File: config.mk
export PLATFORM = sky130hd
export DESIGN_NAME = sfc_resolve
export DESIGN_NICKNAME = d
export VERILOG_FILES = /design/src/rtl/sfc_pkg.sv /design/src/rtl/sfc_resolve.sv
export SDC_FILE = /design/constraint.sdc
export NUM_CORES = 1
export LEC_CHECK = 0
export BUFFER_PORTS_ARGS = -buffer_cell sky130_fd_sc_hd__buf_2
export CAP_MARGIN = 40
export CORE_ASPECT_RATIO = 0.5
export CORE_MARGIN = 3
export CORE_UTILIZATION = 46
export CTS_BUF_LIST = sky130_fd_sc_hd__clkbuf_4 sky130_fd_sc_hd__clkbuf_8
export CTS_CLUSTER_SIZE = 8
export DETAILED_ROUTE_END_ITERATION = 16
export PLACE_DENSITY = 0.85
export RECOVER_POWER = 50
export REMOVE_ABC_BUFFERS = 1
export SYNTH_ARGS = -nofsm -noshare
export SYNTH_HDL_FRONTEND = slang
export SYNTH_SLANG_ARGS = --single-unit
File: constraint.sdc
create_clock -name clk -period 2.2 [get_ports clk]
set_input_delay 0.22 -clock clk [delete_from_list [all_inputs] [get_ports clk]]
set_output_delay 0.22 -clock clk [all_outputs]
set_load 0.02 [all_outputs]
File: src/rtl/sfc_pkg.sv
// Shared constants and types of the sphere frustum cull core.
// No dependencies; imported by every module of the block.
package sfc_pkg;

	localparam int COORD_WIDTH_DEF = 32;
	localparam int COEF_WIDTH_DEF  = 16;

	localparam int NUM_PLANES   = 4;
	localparam int NUM_AXES     = 3;
	localparam int PLANE_REG_W  = 48;
	localparam int COEF_FIELD_W = 16;
	localparam int WORD_W       = 32;
	localparam int HINT_W       = 2;

	localparam int FRAC_BITS  = 12;
	localparam int ROUND_BIAS = 'h800;
	localparam logic [WORD_W-1:0] DEPTH_CULLED = 32'h7FFF_FFFF;

	localparam int CFG_INDEX_W = 3;
	localparam int CFG_DATA_W  = PLANE_REG_W;
	localparam logic [CFG_INDEX_W-1:0] REG_PLANE_0   = 3'd0;
	localparam logic [CFG_INDEX_W-1:0] REG_PLANE_1   = 3'd1;
	localparam logic [CFG_INDEX_W-1:0] REG_PLANE_2   = 3'd2;
	localparam logic [CFG_INDEX_W-1:0] REG_PLANE_3   = 3'd3;
	localparam logic [CFG_INDEX_W-1:0] REG_MIN_DEPTH = 3'd4;
	localparam logic [CFG_INDEX_W-1:0] REG_MAX_DEPTH = 3'd5;

	localparam int IN_DATA_W  = 4 * WORD_W;
	localparam int IN_USER_W  = 1 + HINT_W;
	localparam int OUT_DATA_W = 40;
	localparam int OUT_USER_W = 2;
	localparam int OUT_PAD_W  = OUT_DATA_W - WORD_W - HINT_W;

	typedef struct packed {
		logic                     depth_ok;
		logic [WORD_W-1:0]        neg_z;
		logic signed [WORD_W-1:0] radius;
		logic                     use_hint;
		logic [HINT_W-1:0]        hint;
	} ctrl_t;

endpackage

File: src/rtl/sfc_resolve.sv
// Fourth stage: plane walk from the hint, verdict, depth and new hint.
// Depends on sfc_pkg.
module sfc_resolve import sfc_pkg::*; (
	input  logic                  clk,
	input  logic                  en,
	input  logic [NUM_PLANES-1:0] fail_joint,
	input  logic [NUM_PLANES-1:0] fail_split,
	input  ctrl_t                 ctrl_s3,
	output logic                  visible_s4,
	output logic [WORD_W-1:0]     depth_s4,
	output logic [HINT_W-1:0]     hint_out_s4,
	output logic                  hint_written_s4
);

	logic              vis;
	logic              found;
	logic [HINT_W-1:0] idx;
	logic [HINT_W-1:0] hout;

	always_comb begin
		vis   = 1'b0;
		found = 1'b0;
		idx   = '0;
		hout  = '0;
		if (ctrl_s3.depth_ok) begin
			if (ctrl_s3.use_hint) begin
				if (!fail_joint[ctrl_s3.hint]) begin
					for (int k = 1; k < NUM_PLANES; k++) begin
						idx = ctrl_s3.hint + HINT_W'(k);
						if (!found && fail_joint[idx]) begin
							found = 1'b1;
							hout  = idx;
						end
					end
					vis = !found;
				end
			end else begin
				vis = ~|fail_split;
			end
		end
	end

	always_ff @(posedge clk) begin
		if (en) begin
			visible_s4      <= vis;
			depth_s4        <= vis ? ctrl_s3.neg_z : DEPTH_CULLED;
			hint_out_s4     <= hout;
			hint_written_s4 <= found;
		end
	end

endmodule

==> reports/qor.csv, run 1 <==
metric;value;unit
outcome;finished, final reports clean;
critical setup path kind;input port to flop;
final instance area;2220;um2
highest clock rate;749;MHz
Yosys cell types;36;
WL/cell;14.0;um
placed instance area;2130;um2
total track usage;15.8;%
share of synthesized registers carrying an async set or reset;0;%
total core area;3280;um2
CP Max Fanout;33;
LEAKAGE;0.900;nW
IO Port Bufs;81;
DRC;0;
Worst Max-Slew Pin Slew;859;ps
Initial Util;52.3;%
vias per cell;5.01;
Hold Buf Count CTS;0;
Yosys reg bits;36;
endpoints failing setup;0;
vias in the first global route;1251;
Top delay family on crit path;simple AND/OR/NAND/NOR gates;
Netlist Area Pre-Place;1710;um2
largest net degree at the start of global routing;37;
Period minus WS final;1340;ps
Starting DRT DRC Count;36;
Crit. End Element;flop;
worst-path cell chain;buf_2, or4_4, o22ai_4, buf_12, nand3b_1;
register area share after synthesis;63.1;%
most common cell after layout, fill and taps aside;buf_2;
chip height;49.2;um
syn avg cell area;14.8;um2
Crit-path slowest cell;or4_4;
clock sink count;36;
Fin. Hold Viols;0;
Worst path max stage delay;530;ps
Final ANT Viol Nets;0;
Num CTS Buffers;5;
clk slew on worst S/H paths;70;ps
Detailed Route WL;3390;um
worst endpoint required time;2220;ps
htree depth;2;
dpl hpwl;2470;um
fin nets;272;
number of synthesized flops with an enable pin;36;
Fin Setup TNS;0;ps
period utilization;60.7;%
worst hold margin;199;ps
Worst VDD drop;0.000293;V
Synth Flop Type;edfxtp_1;
Layout area overhead;29.5;%
most frequent cells in the layout;buf_2, edfxtp_1, nand3b_1;
Hold Crit Class;input port to flop;
Ports;114;
Setup crit start kind;input port;
global-route wire length before repair;5660;um
DR vias;1218;
Cell Pwr Density;712;nW/um2
chip width;92.3;um
Max-Cap Viols;0;
Syn. warnings;0;
routability cong.;0.783;
fillcell total;255;
Die ar.;4540;um2
clk buf depth;2;
post-layout util;67.7;%
root buffer cell;clkbuf_8;
buffers and inverters on the worst path;2;
CP Data Arrival Time;1360;ps
CTS tree;built;
RSZ-0062 raised after global routing;false;
diode count;0;
Setup Buffers After CTS;0;
GR Overflow Total;0;
post-cts sizing count;0;
max-slew violations;0;
Max-slew headroom;42.8;%
initial antenna violation count;0;
Rows;14;
first drt pass iteration count;5;
share of layout cells above drive strength 1;44.6;%
Synth Instances;116;
[where the power goes]
part	leakage [nW]	switching, mW	internal (mW)
clock network	0.0586	0.215	0.348
logic	0.482	0.129	0.0829
registers	0.360	0.00928	0.794
[kinds of logic after synthesis]
group,Yosys count,synth area share (%)
flops,36,63.1
compound gates,9,4.68
mux,5,2.99
buf+inv,13,4.67
simple gates,53,24.5
[synthesized netlist by cell type, drive strengths merged, types with 2 or more instances]
library cell  instances  area, um2
mux2i                 4       40.0
nor2                  3       11.3
nand3b               31        270
and3                  2       12.5
clkbuf                4       15.0
edfxtp               36       1080
buf                   8       61.3
o22ai                 2       26.3
or4                   2       18.8
nand2b                4       25.0
[registers in the layout (all words and copies together), names as in the netlist]
signal	count
depth_s4	32
hint_written_s4	1
hint_out_s4	2
visible_s4	1
[through the flow]
stage	worst slack (ps)	std cells	total power [mW]
after CTS	869	243	1.61
after detailed placement	559	235	1.04
after global placement	587	235	1.03
after floorplan	468	104	0.920
after global routing	807	243	1.65
final	864	243	1.58
[worst paths after layout]
kind                           from            to  slack [ps]  depth (start not counted)
worst max-delay path  fail_split[1]  depth_s4[10]         860                          5
worst min-delay path    ctrl_s3[37]   depth_s4[2]         200                          2
[per-layer routing]
metal  track usage [%]  share of wire [%]  vias to the layer above
li1                  -                  -                      605
met1              16.8                 39                      555
met2              30.4                 54                       50
met3              3.70                6.3                        8
met4              5.91                1.1                        0
met5                 0                  0                        -
[layout make-up]
type | instances | area [um2] | share of cell area (%)
clock buffer | 6 | 76.3 | 3.44
timing repair buffer | 83 | 410 | 18.5
multi-input combinational | 67 | 552 | 24.9
inverter | 1 | 3.75 | 0.169
tap | 48 | 60.1 | 2.71
sequential | 36 | 1080 | 48.7
clock inverter | 2 | 35.0 | 1.58
(Power assumes the default switching activity.)
==> inputs of run 2 (changes only) <==
- ABC_AREA: default -> 1
- CORE_UTILIZATION: 46 -> 39
- PLACE_DENSITY: 0.85 -> 0.76
- clock period: 2.2 -> 1.17 ns (I/O delays scaled with it)
==> run 2 against run 1 <==
Critical path depth is 6 higher. Total power rose by 90%. Combinational power rose to 2.9 times the previous value. Clock-buffer cell count rose by 1. Sequential power up 92%. Synthesized cell count rose by 14%. Via count is 6.5% higher. Cell area up 9.8%. Cell count increased by 16%. Flip-flop and latch count unchanged. Largest power group unchanged. Highest routed layer unchanged.
==> reports/qor.csv, run 2 <==
metric;value;unit;change
Syn. warnings;0;;unchanged
Initial Util;42.3;%;-10 points
vias per cell;4.60;;-8.2%
WHS Endpoint;depth_s4[23];;
most common cell after layout, fill and taps aside;buf_2;;
Largest regs;depth_s4 (32), hint_out_s4 (2);;
max-slew violations;0;;unchanged
Rows;16;;+2
Final ANT Viol Nets;0;;unchanged
number of synthesized flops with an enable pin;36;;unchanged
mux share of post-synthesis cell area;0;%;-3.0 points
total track usage;12.6;%;-3.2 points
global-route wire length before repair;5280;um;-6.7%
combinational fraction of design power;20.4;%;+7.0 points
clock sink count;36;;unchanged
Netlist Area Pre-Place;1720;um2;+0.44%
vias in the first global route;1254;;+0.24%
Largest register FFs;32;;unchanged
clk slew on worst S/H paths;70;ps;about the same
Die ar.;5290;um2;+17%
Post-synth top cells;edfxtp_1, nand2_1, nand3b_1;;
Crit. End Element;flop;;
dpl hpwl;2680;um;+8.4%
most frequent cells in the layout;buf_2, edfxtp_1, nand3b_1;;
Detailed Route WL;3650;um;+7.7%
WL/cell;12.9;um;-7.2%
fin nets;305;;+12%
Cell Pwr Density;1230;nW/um2;+73%
Synth Flop Type;edfxtp_1;;
endpoints failing setup;0;;unchanged
post-synth top area share;62.8;%;-0.28 points
Max-slew headroom;42.3;%;-0.48 points
CTS tree;built;;
total core area;4060;um2;+24%
Yosys reg bits;36;;unchanged
most common cell in the netlist;edfxtp_1;;
Clock Power Share;28.4;%;-7.3 points
Worst Max-Slew Pin Slew;866;ps;+7.20 ps
Num CTS Buffers;5;;unchanged
period utilization;96.1;%;
Sw Pwr;0.765;mW;+120%
highest clock rate;889;MHz;
hold path cells;2;;unchanged
DR vias;1297;;+6.5%
critical setup path kind;input port to flop;;
combinational family with the most area after synthesis;simple AND/OR/NAND/NOR gates;;
chip height;53.0;um;+7.8%
GR Overflow Total;0;;unchanged
routability cong.;0.834;;+6.5%
CP Data Arrival Time;1150;ps;-210 ps
Yosys top cell by area;edfxtp_1;;
Hold Crit Class;input port to flop;;
CP Max Fanout;8;;-76%
Cells after DPL;269;;+14%
Area contributors post-synth;edfxtp_1, nand3b_2, nand3b_1;;
Period minus WS final;1120;ps;
post-synthesis compound-gate area fraction;1.38;%;-3.3 points
first drt pass iteration count;4;;-1
worst endpoint required time;1190;ps;-1030 ps
Hold Buf Count CTS;0;;unchanged
share of layout cells above drive strength 1;55.3;%;+11 points
internal power;2.24;mW;+83%
largest net degree at the start of global routing;37;;unchanged
initial antenna violation count;0;;unchanged
share of synthesized registers carrying an async set or reset;0;%;unchanged
XOR/XNOR Fraction of Synth Area;0.509;%;+0.51 points
LEAKAGE;1.08;nW;+20%
Flop pwr share;51.2;%;+0.3 points
Worst VDD drop;0.000438;V;+50%
outcome;finished, final reports clean;;
Fin. Hold Viols;0;;unchanged
Setup crit start kind;input port;;
Synth Instances;132;;+14%
Simple-Gate Fraction of Synth Area;28.5;%;+4.0 points
post-layout util;59.9;%;-7.8 points
non-filler cells, final;282;;+16%
Post-Synth Adder-Cell Area;0;%;unchanged
Max-Cap Viols;0;;unchanged
clk buf depth;2;;unchanged
chip width;99.9;um;+8.3%
root buffer cell;clkbuf_8;;
IO Port Bufs;81;;unchanged
worst hold margin;102;ps;-96.6 ps
Net Sw Frac;25.5;%;+3.0 points
Yosys cell types;24;;-33%
register area share after synthesis;62.8;%;-0.28 points
Starting DRT DRC Count;49;;+36%
DRC;0;;unchanged
Ports;114;;unchanged
hold path startpoint;ctrl_s3[58];;
Layout area overhead;41.5;%;
diode count;0;;unchanged
syn avg cell area;13.0;um2;-12%
Biggest register;depth_s4;;
htree depth;2;;unchanged
## run 2: changes by cell type after synthesis, moves of 2 or more
cell      before  now
nand3b_1      21   17
nand3b_2      10   14
buf_2          4    1
nand3_2        0    2
nand2b_1       4    0
clkbuf_1       4    1
nand2_1        0   22
nand2_2        0    7
mux2i_1        4    0
inv_1          1    9
inv_2          0    2
and3_1         2    0
## run 2: per-layer routing
metal	track usage [%]	wire length, um	vias to the layer above	share of wire (%)
met5	0	0	-	0
met3	3.16	158	4	4.3
met1	13.1	1420	615	39
met4	5.90	38	0	1.0
met2	24.4	2040	30	56
li1	-	-	648	-
## run 2: how the worst max path moves through the flow
stage                              from           end  slack, ps  cells after the start
after floorplan           fail_split[0]   depth_s4[0]       -360                      3
after global placement       ctrl_s3[0]   depth_s4[3]       -220                      9
after detailed placement     ctrl_s3[0]   depth_s4[1]       -300                     11
after CTS                    ctrl_s3[0]   depth_s4[1]         40                     10
after global routing         ctrl_s3[0]  depth_s4[30]        -30                     11
final                        ctrl_s3[0]   depth_s4[3]         50                     11
## run 2: critical path: stages
cell,delay [ps]
buf_12,100
inv_8,40
nand2_2,60
nand2_2,70
nand2_2,80
nand2_2,80
nor2_4,110
nand3_2,80
nand2_4,150
clkbuf_16,170
nand3b_1,70
## run 2: cell type report
class / instances / area, um2
clock buffer: 7 / 83.8
clock inverter: 1 / 3.75
fill: 328 / 1630
inverter: 12 / 55.1
multi-input combinational: 77 / 554
sequential: 36 / 1080
tap: 54 / 67.6
timing repair buffer: 95 / 589
## run 2: kinds of logic after synthesis
kind of cell           after synthesis
AO/OA/AOI/OAI                        4
buffers and inverters               19
XOR/XNOR                             1
AND/OR/NAND/NOR                     72
flip-flops                          36
## run 2: power by group through the flow
stage	clock network (mW)	registers, mW	logic [mW]
floorplan	0	1.69	0.173
global placement	0	1.56	0.557
detailed placement	0	1.56	0.570
CTS	0.880	1.54	0.572
global route	0.920	1.55	0.661
finish	0.853	1.54	0.613
## run 2: what timing repair did
item | 4_1_cts | 5_1_grt
gates resized for setup | 1 | 18
pin swaps | 0 | 7
cloned | 0 | 2
setup buffers | 0 | 3
endpoints found under the setup margin | 1 | 32
## run 2: stage by stage
stage / setup TNS (ps) / worst slack [ps] / cell area [um2] / power (mW)
6_report: 0 / 45.6 / 2430 / 3.00
5_1_grt: -334 / -26.5 / 2430 / 3.13
4_1_cts: 0 / 36.9 / 2330 / 2.99
3_5_place_dp: -8980 / -298 / 2240 / 2.13
3_3_place_gp: -7110 / -225 / 2240 / 2.12
2_1_floorplan: -11530 / -362 / 1650 / 1.86
==> inputs of run 3 (changes only) <==
- SETUP_SLACK_MARGIN: default -> 0.1
==> run 3 against run 2 <==
Flip-flop and latch count unchanged. Sequential share of layout area decreased by 1.5 points. Sequential power about the same. Total power increased by 1.3%. Cell count grew 0.35%. Maximum frequency decreased by 1.7%. Critical endpoint is now depth_s4[28]. Highest routed layer unchanged.
==> reports/qor.csv, run 3 (synthesis results as in run 2) <==
metric;value;unit;change
max-slew violations;0;;unchanged
Fin. Hold Viols;0;;unchanged
IO Port Bufs;81;;unchanged
CP Data Arrival Time;1160;ps;about the same
Setup crit start kind;input port;;
Detailed Route WL;3740;um;+2.5%
Ports;114;;unchanged
total track usage;13.2;%;+0.62 points
Worst Max-Slew Pin Slew;876;ps;+9.85 ps
Max-slew headroom;41.6;%;-0.66 points
Worst VDD drop;0.000442;V;+0.74%
Crit-path slowest cell;clkbuf_16;;
Max-Cap Viols;0;;unchanged
Layout area overhead;46.5;%;
Period minus WS final;1140;ps;+19.5 ps
Crit path top cell by count;nand2_4;;
Largest register FFs;32;;unchanged
Cells after DPL;269;;unchanged
Die ar.;5290;um2;unchanged
routability cong.;0.834;;unchanged
DR vias;1293;;-0.31%
Crit. End Element;flop;;
LEAKAGE;1.16;nW;+7.4%
most frequent cells in the layout;buf_2, edfxtp_1, nand3b_1;;
Num CTS Buffers;5;;unchanged
buffers and inverters on the worst path;3;;unchanged
dpl hpwl;2680;um;unchanged
initial antenna violation count;0;;unchanged
CP Depth;11;;unchanged
root buffer cell;clkbuf_8;;
final instance area;2520;um2;+3.5%
Final ANT Viol Nets;0;;unchanged
Initial Util;42.3;%;unchanged
total core area;4060;um2;unchanged
clk slew on worst S/H paths;70;ps;about the same
Top delay family on crit path;simple AND/OR/NAND/NOR gates;;
CP Max Fanout;8;;unchanged
DRC;0;;unchanged
fillcell total;311;;-5.2%
Hold Crit Class;input port to flop;;
Starting DRT DRC Count;50;;+2.0%
outcome;finished, final reports clean;;
Biggest register;depth_s4;;
endpoints failing setup;0;;unchanged
RSZ-0062 raised after global routing;true;;
setup ws final;26.1;ps;-19.5 ps
placed instance area;2240;um2;unchanged
Cell Pwr Density;1210;nW/um2;-2.2%
Rows;16;;unchanged
CTS tree;built;;
Worst path max stage delay;170;ps;about the same
most common cell after layout, fill and taps aside;buf_2;;
fin nets;306;;+0.33%
period utilization;97.8;%;+1.7 points
clk buf depth;2;;unchanged
CP startpoint;ctrl_s3[0];;
htree depth;2;;unchanged
highest clock rate;874;MHz;-1.7%
worst setup path end;depth_s4[28];;
Largest regs;depth_s4 (32), hint_out_s4 (2);;
Hold Buf Count CTS;0;;unchanged
share of layout cells above drive strength 1;61.1;%;+5.9 points
non-filler cells, final;283;;+0.35%
chip width;99.9;um;unchanged
diode count;0;;unchanged
worst endpoint required time;1190;ps;about the same
vias per cell;4.57;;-0.66%
clock sink count;36;;unchanged
largest net degree at the start of global routing;37;;unchanged
DP Worst Slack;-298;ps;unchanged
first drt pass iteration count;4;;unchanged
worst-path cell chain;buf_12, inv_8, nand2_4, nand2_4, nand2_2, nand2_2, nor2_4, nand3_2, nand2_4, clkbuf_16, nand3b_1;;
vias in the first global route;1290;;+2.9%
chip height;53.0;um;unchanged
global-route wire length before repair;5490;um;+3.9%
hold path cells;2;;unchanged
critical setup path kind;input port to flop;;
WL/cell;13.2;um;+2.1%
hold path startpoint;ctrl_s3[42];;
GR Overflow Total;0;;unchanged
-- run 3: where the power goes --
part           switching (mW)  internal [mW]  total, mW
Combinational           0.370          0.286      0.656
Sequential             0.0207           1.52       1.54
Clock                   0.389          0.460      0.850
-- run 3: area by class of cell --
| type | instances | area, um2 | area share [%] |
|---|---|---|---|
| timing repair buffer | 96 | 614 | 24.4 |
| inverter | 12 | 57.6 | 2.28 |
| tap | 54 | 67.6 | 2.68 |
| multi-input combinational | 77 | 613 | 24.3 |
| sequential | 36 | 1080 | 42.9 |
| clock buffer | 7 | 83.8 | 3.33 |
| clock inverter | 1 | 3.75 | 0.149 |
-- run 3: through the flow --
| stage | hold WS, ps | utilization, % | setup TNS (ps) | power, mW |
|---|---|---|---|---|
| 2_1_floorplan | 229 | - | -11530 | 1.86 |
| 3_3_place_gp | 380 | 55.2 | -7110 | 2.12 |
| 3_5_place_dp | 384 | 55.2 | -8980 | 2.13 |
| 4_1_cts | 97.3 | 58.7 | 0 | 3.02 |
| 5_1_grt | 102 | 62.0 | -503 | 3.16 |
| 6_report | 104 | 62.0 | 0 | 3.04 |
-- run 3: worst min path at each step --
| stage | end | slack, ps |
|---|---|---|
| global placement | depth_s4[8] | 380 |
| finish | depth_s4[7] | 100 |
| global route | depth_s4[6] | 100 |
| floorplan | depth_s4[0] | 230 |
| CTS | depth_s4[28] | 100 |
| detailed placement | depth_s4[28] | 380 |
-- run 3: layer usage --
metal | GRT usage, % | routed length, um | up-vias
met5 | 0 | 0 | -
met4 | 5.90 | 40 | 0
met3 | 3.16 | 203 | 4
met2 | 26.2 | 2070 | 29
met1 | 13.5 | 1430 | 609
li1 | - | - | 651
-- run 3: timing repair --
action | CTS | global route
pin swaps | 2 | 9
endpoints found under the setup margin | 33 | 34
gates cloned | 1 | 1
resized for setup | 8 | 26
setup buffers | 1 | 3
